### config.mk
export PLATFORM = sky130hd
export DESIGN_NAME = bounded_fifo_window_average_core
export DESIGN_NICKNAME = d
export VERILOG_FILES = /design/src/bfwa_pkg.sv /design/src/bounded_fifo_window_average_core.sv /design/src/bfwa_ram.sv
export SDC_FILE = /design/constraint.sdc
export NUM_CORES = 2
export LEC_CHECK = 0
export ABC_AREA = 1
export BUFFER_PORTS_ARGS = -buffer_cell sky130_fd_sc_hd__buf_2
export CORE_ASPECT_RATIO = 1.4
export CORE_UTILIZATION = 45
export DETAILED_ROUTE_END_ITERATION = 10
export PLACE_DENSITY = 0.6
export REMOVE_ABC_BUFFERS = 1
export SYNTH_ARGS = -nofsm -noshare
export SYNTH_HDL_FRONTEND = slang
export SYNTH_SLANG_ARGS = --single-unit
### constraint.sdc
create_clock -name i_clk -period 5.85 [get_ports i_clk]
set_input_delay 0.585 -clock i_clk [delete_from_list [all_inputs] [get_ports i_clk]]
set_output_delay 0.585 -clock i_clk [all_outputs]
set_load 0.01 [all_outputs]
### src/bfwa_pkg.sv
// shared types and constants for the bounded fifo window average block
`default_nettype none

package bfwa_pkg;

    localparam int RING_DEPTH = 64;
    localparam int PTR_W      = $clog2(RING_DEPTH);
    localparam int CNT_W      = 7;
    localparam int SAMPLE_W   = 24;
    localparam int SUM_W      = 30;
    localparam int CMD_W      = 2;
    localparam int STEP_W     = $clog2(SUM_W);

    localparam logic [CMD_W-1:0] CMD_PUSH = 2'd0;
    localparam logic [CMD_W-1:0] CMD_POP  = 2'd1;
    localparam logic [CMD_W-1:0] CMD_PEEK = 2'd2;

    localparam logic [CNT_W-1:0] MAX_SIZE_RESET = 7'd65;
    localparam logic [CNT_W-1:0] MAX_SIZE_MIN   = 7'd2;
    localparam logic [CNT_W-1:0] MAX_SIZE_MAX   = CNT_W'(RING_DEPTH + 1);

    typedef struct packed {
        logic [CMD_W-1:0]           command;
        logic signed [SAMPLE_W-1:0] sample;
    } t_in_req;

    typedef struct packed {
        logic signed [SAMPLE_W-1:0] head_value;
        logic                       head_valid;
        logic [CNT_W-1:0]           count;
        logic signed [SAMPLE_W-1:0] average;
        logic                       average_valid;
    } t_out_res;

endpackage

`default_nettype wire

### src/bounded_fifo_window_average_core.sv
// bounded fifo of q15.8 samples with running window average
//
// Usage: requests enter on i_in_valid/o_in_ready with i_in_req (push,
// pop or peek). Each request yields exactly one result on
// o_out_valid/i_out_ready: oldest sample (the removed one for pop), the
// sample count after the request and the window average, truncated
// toward zero. The fifo holds at most max_size-1 samples (max_size is
// clamped to 2..65); a push into a full fifo drops the oldest sample.
// The user must see that max_size is written through
// i_cfg_valid/i_cfg_data only while idle; the block does not enforce it.
// Sequence: one request at a time; a read-modify-write of the sample
// ring (read, wait and load states), then a bit-serial restoring
// divider for the average (one quotient bit per cycle), then the output
// load. A request that leaves the fifo empty skips the divider.
// The result sits in an output register, so the next request is
// accepted while it waits; if the receiver stalls, the following request
// finishes and waits until the output register is free. Reset empties
// the fifo and sets max_size to 65; the ring contents are not cleared.
`default_nettype none

module bounded_fifo_window_average_core (
    input  wire logic                       i_clk,
    input  wire logic                       i_rst_n,
    input  wire logic                       i_in_valid,
    output logic                            o_in_ready,
    input  wire bfwa_pkg::t_in_req          i_in_req,
    output logic                            o_out_valid,
    input  wire logic                       i_out_ready,
    output bfwa_pkg::t_out_res              o_out_res,
    input  wire logic                       i_cfg_valid,
    output logic                            o_cfg_ready,
    input  wire logic [bfwa_pkg::CNT_W-1:0] i_cfg_data
);

    import bfwa_pkg::*;

    typedef enum logic [5:0] {
        S_IDLE = 6'b000001,
        S_READ = 6'b000010,
        S_WAIT = 6'b000100,
        S_LOAD = 6'b001000,
        S_DIV  = 6'b010000,
        S_DONE = 6'b100000
    } t_state;

    t_state r_state, n_state;

    logic [CNT_W-1:0]           r_max;
    logic [PTR_W-1:0]           r_ptr, n_ptr;
    logic [CNT_W-1:0]           r_cnt, n_cnt;
    logic signed [SUM_W-1:0]    r_sum, n_sum;
    t_in_req                    r_req;
    logic signed [SAMPLE_W-1:0] r_head, n_head;
    logic                       r_head_ok, n_head_ok;
    logic [SUM_W-1:0]           r_quo, n_quo;
    logic [CNT_W-1:0]           r_rem, n_rem;
    logic                       r_neg, n_neg;
    logic [STEP_W-1:0]          r_step, n_step;
    logic                       r_out_valid;
    t_out_res                   r_out;

    logic                       mem_we;
    logic [PTR_W-1:0]           mem_waddr;
    logic [SAMPLE_W-1:0]        mem_rdata;
    logic signed [SAMPLE_W-1:0] rd_sample;

    logic [CNT_W-1:0]           max_clamped;
    logic [CNT_W-1:0]           capacity;
    logic                       full;
    logic [PTR_W-1:0]           ptr_drop;
    logic [CNT_W-1:0]           cnt_drop;
    logic [CNT_W:0]             rem_shift;
    logic [SUM_W-1:0]           quo_signed;
    logic                       out_free;
    logic                       in_accept;

    bfwa_ram #(
        .WIDTH(SAMPLE_W),
        .DEPTH(RING_DEPTH)
    ) u_ring (
        .i_clk  (i_clk),
        .i_we   (mem_we),
        .i_waddr(mem_waddr),
        .i_wdata(r_req.sample),
        .i_raddr(r_ptr),
        .o_rdata(mem_rdata)
    );

    assign rd_sample   = mem_rdata;
    assign o_cfg_ready = 1'b1;
    assign o_in_ready  = (r_state == S_IDLE);
    assign in_accept   = i_in_valid && o_in_ready;
    assign out_free    = !r_out_valid || i_out_ready;
    assign o_out_valid = r_out_valid;
    assign o_out_res   = r_out;

    always_comb begin
        if (r_max < MAX_SIZE_MIN) begin
            max_clamped = MAX_SIZE_MIN;
        end else if (r_max > MAX_SIZE_MAX) begin
            max_clamped = MAX_SIZE_MAX;
        end else begin
            max_clamped = r_max;
        end
    end

    assign capacity  = max_clamped - CNT_W'(1);
    assign full      = (r_cnt >= capacity) && (r_cnt != '0);
    // oldest slot goes away first when full, the new sample lands behind the rest
    assign ptr_drop  = full ? r_ptr + PTR_W'(1) : r_ptr;
    assign cnt_drop  = full ? r_cnt - CNT_W'(1) : r_cnt;
    assign mem_waddr = ptr_drop + cnt_drop[PTR_W-1:0];
    assign mem_we    = (r_state == S_READ) && (r_req.command == CMD_PUSH);

    assign rem_shift  = {r_rem, r_quo[SUM_W-1]};
    assign quo_signed = r_neg ? -r_quo : r_quo;

    always_comb begin
        n_state   = r_state;
        n_ptr     = r_ptr;
        n_cnt     = r_cnt;
        n_sum     = r_sum;
        n_head    = r_head;
        n_head_ok = r_head_ok;
        n_quo     = r_quo;
        n_rem     = r_rem;
        n_neg     = r_neg;
        n_step    = r_step;
        case (r_state)
            S_IDLE: begin
                if (in_accept) begin
                    n_state = S_READ;
                end
            end
            S_READ: begin
                case (r_req.command)
                    CMD_PUSH: begin
                        n_ptr     = ptr_drop;
                        n_cnt     = cnt_drop + CNT_W'(1);
                        n_sum     = r_sum - (full ? SUM_W'(rd_sample) : '0)
                                    + SUM_W'(r_req.sample);
                        n_head_ok = 1'b1;
                    end
                    CMD_POP: begin
                        n_head    = rd_sample;
                        n_head_ok = (r_cnt != '0);
                        if (r_cnt != '0) begin
                            n_ptr = r_ptr + PTR_W'(1);
                            n_cnt = r_cnt - CNT_W'(1);
                            n_sum = r_sum - SUM_W'(rd_sample);
                        end
                    end
                    default: begin
                        n_head    = rd_sample;
                        n_head_ok = (r_cnt != '0);
                    end
                endcase
                n_state = S_WAIT;
            end
            S_WAIT: begin
                n_state = S_LOAD;
            end
            S_LOAD: begin
                // ring now holds the pushed sample, head reread at the new pointer
                if (r_req.command == CMD_PUSH) begin
                    n_head = rd_sample;
                end
                n_rem  = '0;
                n_step = '0;
                n_neg  = r_sum[SUM_W-1];
                n_quo  = r_sum[SUM_W-1] ? SUM_W'(-r_sum) : SUM_W'(r_sum);
                if (r_cnt == '0) begin
                    n_quo   = '0;
                    n_neg   = 1'b0;
                    n_state = S_DONE;
                end else begin
                    n_state = S_DIV;
                end
            end
            S_DIV: begin
                if (rem_shift >= {1'b0, r_cnt}) begin
                    n_rem = CNT_W'(rem_shift - {1'b0, r_cnt});
                    n_quo = {r_quo[SUM_W-2:0], 1'b1};
                end else begin
                    n_rem = rem_shift[CNT_W-1:0];
                    n_quo = {r_quo[SUM_W-2:0], 1'b0};
                end
                n_step = r_step + STEP_W'(1);
                if (r_step == STEP_W'(SUM_W - 1)) begin
                    n_state = S_DONE;
                end
            end
            S_DONE: begin
                if (out_free) begin
                    n_state = S_IDLE;
                end
            end
            default: begin
                n_state = S_IDLE;
            end
        endcase
    end

    always_ff @(posedge i_clk) begin
        if (!i_rst_n) begin
            r_state     <= S_IDLE;
            r_max       <= MAX_SIZE_RESET;
            r_ptr       <= '0;
            r_cnt       <= '0;
            r_sum       <= '0;
            r_out_valid <= 1'b0;
        end else begin
            r_state <= n_state;
            r_ptr   <= n_ptr;
            r_cnt   <= n_cnt;
            r_sum   <= n_sum;
            if (i_cfg_valid && o_cfg_ready) begin
                r_max <= i_cfg_data;
            end
            if (r_state == S_DONE && out_free) begin
                r_out_valid <= 1'b1;
            end else if (i_out_ready) begin
                r_out_valid <= 1'b0;
            end
        end
    end

    always_ff @(posedge i_clk) begin
        if (in_accept) begin
            r_req <= i_in_req;
        end
        r_head    <= n_head;
        r_head_ok <= n_head_ok;
        r_quo     <= n_quo;
        r_rem     <= n_rem;
        r_neg     <= n_neg;
        r_step    <= n_step;
        if (r_state == S_DONE && out_free) begin
            r_out.head_value    <= r_head_ok ? r_head : '0;
            r_out.head_valid    <= r_head_ok;
            r_out.count         <= r_cnt;
            r_out.average       <= quo_signed[SAMPLE_W-1:0];
            r_out.average_valid <= (r_cnt != '0);
        end
    end

    a_cnt_bound: assert property (@(posedge i_clk) disable iff (!i_rst_n)
        r_cnt <= CNT_W'(RING_DEPTH))
        else $error("sample count above ring depth");

    a_accept_starts_read: assert property (@(posedge i_clk) disable iff (!i_rst_n)
        in_accept |=> (r_state == S_READ))
        else $error("accepted request did not start the ring read");

    a_div_nonzero: assert property (@(posedge i_clk) disable iff (!i_rst_n)
        (r_state == S_DIV) |-> (r_cnt != '0))
        else $error("divider running with empty fifo");

    a_rem_bound: assert property (@(posedge i_clk) disable iff (!i_rst_n)
        (r_state == S_DIV) |-> (r_rem < r_cnt))
        else $error("partial remainder not below divisor");

    a_out_hold: assert property (@(posedge i_clk) disable iff (!i_rst_n)
        (r_out_valid && !i_out_ready) |=> (r_out_valid && $stable(r_out)))
        else $error("pending result changed under stall");

endmodule

`default_nettype wire

### src/bfwa_ram.sv
// generic simple dual-port ram with registered read
`default_nettype none

module bfwa_ram #(
    parameter int WIDTH = 8,
    parameter int DEPTH = 16
) (
    input  wire logic                     i_clk,
    input  wire logic                     i_we,
    input  wire logic [$clog2(DEPTH)-1:0] i_waddr,
    input  wire logic [WIDTH-1:0]         i_wdata,
    input  wire logic [$clog2(DEPTH)-1:0] i_raddr,
    output logic      [WIDTH-1:0]         o_rdata
);

    logic [WIDTH-1:0] r_mem [DEPTH];

    always_ff @(posedge i_clk) begin
        if (i_we) begin
            r_mem[i_waddr] <= i_wdata;
        end
        o_rdata <= r_mem[i_raddr];
    end

endmodule

`default_nettype wire
==> impl_results.md <==
* Hold crit path type: in2reg
* Clk_skew at 0.0284 ns
* Total wire length at 223 mm
* WL/cell at 25.7 um
* Total core area at 167,000 sq um
* Power per cell area at 340 nW/um^2
* Post-CTS Setup Bufs at 0
* Period utilization at 94.9%
* Rel. slew slack at 24.3%
* TritonRoute pass-1 iters at 6
* Antenna violations before repair at 6
* CP max FO at 38
* Leak Pwr at 28.9 nW
* RSZ-0062 raised after global routing: no
* Least-Margin Pin Slew at 1.14 ns
* Final TNS setup at 0 ns
* Critical path startpoint category: register
* R2r endpoint: r_sum[19]
* GR Overflow Total at 0
* Crit path capture type: register
* Reg clk slew, reported paths at 0.08 ns
* Most frequent cell on the critical path: nand2_1
* Hold path start: i_cfg_valid
* Hold depth at 3
* Pin count of the biggest net entering global routing at 219
* Initial drt markers at 5,229
* Worst hold endpoint: r_max[6]
* Fin. Hold Viols at 0
* Status: complete, no violations
* Final HPWL DP at 140 mm
* Avg Inst Size Synth at 12.3 sq um
* DRC viols at 0
* R2R setup slack at 0.30 ns
* # setup viols final at 0
* Mapped Cells at 6,191
* Clk buf depth at 3
* DIE WIDTH at 349 um
* GPL Wtd Cong at 1.05
* Share of post-route cells with drive strength above 1 at 9.86%
* Post-synth EDFFs at 1,687
* Nets at 6,454
* Top-Level Pins at 98
* Final worst slack at 0.297 ns
* Vias at 50,200
* Critical-path top delay cell: fa_1
* Die height at 488 um
* Syn. warnings at 0
* Worst Path Arrival at 6.30 ns
* Number of port buffers at 96
* DP Worst Slack at 0.392 ns
* TritonCTS Buffers at 162
* Period minus WS final at 5.55 ns
* Main flop type after synthesis: edfxtp_1
* Starting Density at 45.5%
* Max_cap viols at 0
* Die area at 170,000 sq um
* Clock root buffer: clkbuf_16
* Clock sinks at 1,768
* Synth-to-layout area growth at 12.0%
* Kind of critical path: reg2reg
* Distinct cells, synth at 58
* Vias per cell at 5.79
* Post-synthesis sequential area ratio at 68.9%
* Worst skew pair latency at 0.84 ns
* Reg2reg start: r_max[3]
* Max-slew violations at 0
* Antenna Nets Post-Route at 0
* Required time worst endpoint at 6.59 ns
* Ys async rst share at 0%
* # rows at 177
* H-tree Lvls at 4
* Vias in the first global route at 48,700
* Peak Freq at 180 MHz
* CTS tree: yes
* Mapped Area at 75,900 sq um
* Total Routing Usage GR at 26.0%
* VDD IR max at 300 uV
* Yosys reg bits at 1,768
* Crit-path max cell delay at 0.48 ns
* Reg2Reg Depth at 31
* First-pass GRT wire length at 323 mm
## state kept, by name (all words and copies together) (netlist names), 5 cells and up
register        count
r_head             24
r_state             6
r_rem               7
r_step              5
u_ring.r_mem     1536
r_req              26
r_sum              30
o_out_res          57
u_ring.o_rdata     24
r_max               7
r_cnt               7
r_quo              30
r_ptr               6
## worst max-delay path by stage
stage | cells past startpoint | start | endpoint | slack, ns
after floorplan | 7 | r_ptr[0] | u_ring.o_rdata[16] | -23.93
after global placement | 31 | r_max[3] | r_sum[19] | 0.31
after detailed placement | 30 | r_max[3] | u_ring.r_mem[5][19] | 0.39
after CTS | 25 | r_max[3] | u_ring.r_mem[16][6] | 0.36
after global routing | 30 | r_max[3] | r_sum[20] | 0.003
final | 31 | r_max[3] | r_sum[19] | 0.30
## report_power, final
part | switching, W | internal [W] | leakage [nW] | total [W]
combinational | 0.00275 | 0.000847 | 10.6 | 0.00360
sequential | 0.000173 | 0.0145 | 15.8 | 0.0147
clock | 0.00475 | 0.00592 | 2.59 | 0.0107
## logic make-up after synthesis
logic type,count (synthesis),share of synthesized area [%]
AO/OA/AOI/OAI,1272,10.6
adder cells (fa/ha/maj),117,2.25
flip-flops,1768,68.9
buffers and inverters,723,3.92
other,1,0.00494
multiplexers,151,1.99
AND/OR/NAND/NOR,2091,11.5
XOR/XNOR,68,0.820
## final cells by class
cell class                      count  area, sq um
Clock inverter                    104         1000
Antenna cell                        2         5.00
Inverter                          372         1420
Timing Repair Buffer              295         2390
Tap cell                         2237         2800
Multi-Input combinational cell   3700        20800
Fill cell                       14200        81700
Sequential cell                  1768        52300
Clock buffer                      193         4290
## Yosys cell counts, types with 7 or more instances
cell | instances | area share (%)
inv_1 | 359 | 1.8
o211ai_1 | 50 | 0.49
o21bai_1 | 7 | 0.069
dfxtp_1 | 81 | 2.1
a21oi_1 | 253 | 1.7
xnor2_1 | 11 | 0.13
buf_1 | 13 | 0.064
xor2_1 | 55 | 0.63
buf_4 | 23 | 0.23
mux2i_1 | 151 | 2.0
o22ai_1 | 11 | 0.091
nand4_1 | 26 | 0.21
nand2_2 | 10 | 0.082
nor3_1 | 35 | 0.23
o21ai_0 | 522 | 3.4
inv_2 | 8 | 0.040
nand2_4 | 7 | 0.10
ha_1 | 85 | 1.4
a211oi_1 | 9 | 0.089
nand3_1 | 342 | 2.3
nand2_1 | 509 | 2.5
nand3_4 | 10 | 0.23
clkbuf_1 | 202 | 1.0
o32ai_1 | 234 | 2.7
a31oi_1 | 8 | 0.066
buf_2 | 108 | 0.71
nor2_1 | 1126 | 5.6
fa_1 | 32 | 0.84
edfxtp_1 | 1687 | 67
o221ai_1 | 151 | 1.7
## through the flow
stage / area [sq um] / utilization, % / cells / power [W] / hold slack [ns]
after CTS: 85000 / 50.9 / 8669 / 0.0290 / 0.00626
after global routing: 85000 / 51.0 / 8670 / 0.0298 / 0.0588
after detailed placement: 79400 / 47.6 / 8342 / 0.0185 / 0.430
after floorplan: 74300 / - / 5840 / 0.0169 / 0.408
after global placement: 79400 / 47.6 / 8342 / 0.0185 / 0.414
final: 85000 / 51.0 / 8671 / 0.0289 / 0.0539
## worst max-delay path, delay by kind of cell, from the launching register on
kind                     cells  cell delay [ns]
flip-flops                   1             0.32
AND/OR/NAND/NOR             15             2.20
adder cells (fa/ha/maj)      4             1.34
buffers and inverters        6             0.48
XOR/XNOR                     1             0.15
AO/OA/AOI/OAI                5             0.98
## layout by cell type, fill, tap and decap left out, drive strengths merged, types with 85 or more instances in the layout
cell,instances
a21oi,253
buf,265
clkbuf,193
edfxtp,1687
ha,85
inv,377
mux2i,151
nand2,527
nand3,353
nor2,1127
o21ai,527
o221ai,151
o32ai,234
## layer usage
layer  vias up  share of wire, %  global-route usage [%]
met5         -                 0                       0
met4         0               6.3                    15.3
met3       432               5.6                    2.80
met2      1793                49                    43.4
met1     25100                39                    32.7
li1      22800                 -                       -
## timing repair
| action | CTS | global route |
|---|---|---|
| endpoints found under the setup margin | 0 | 209 |
| hold buffers | 30 | 0 |
| resized for setup | 0 | 14 |
| endpoints found under the hold margin | 30 | 0 |
No activity file was read; power rests on OpenSTA's default activity.
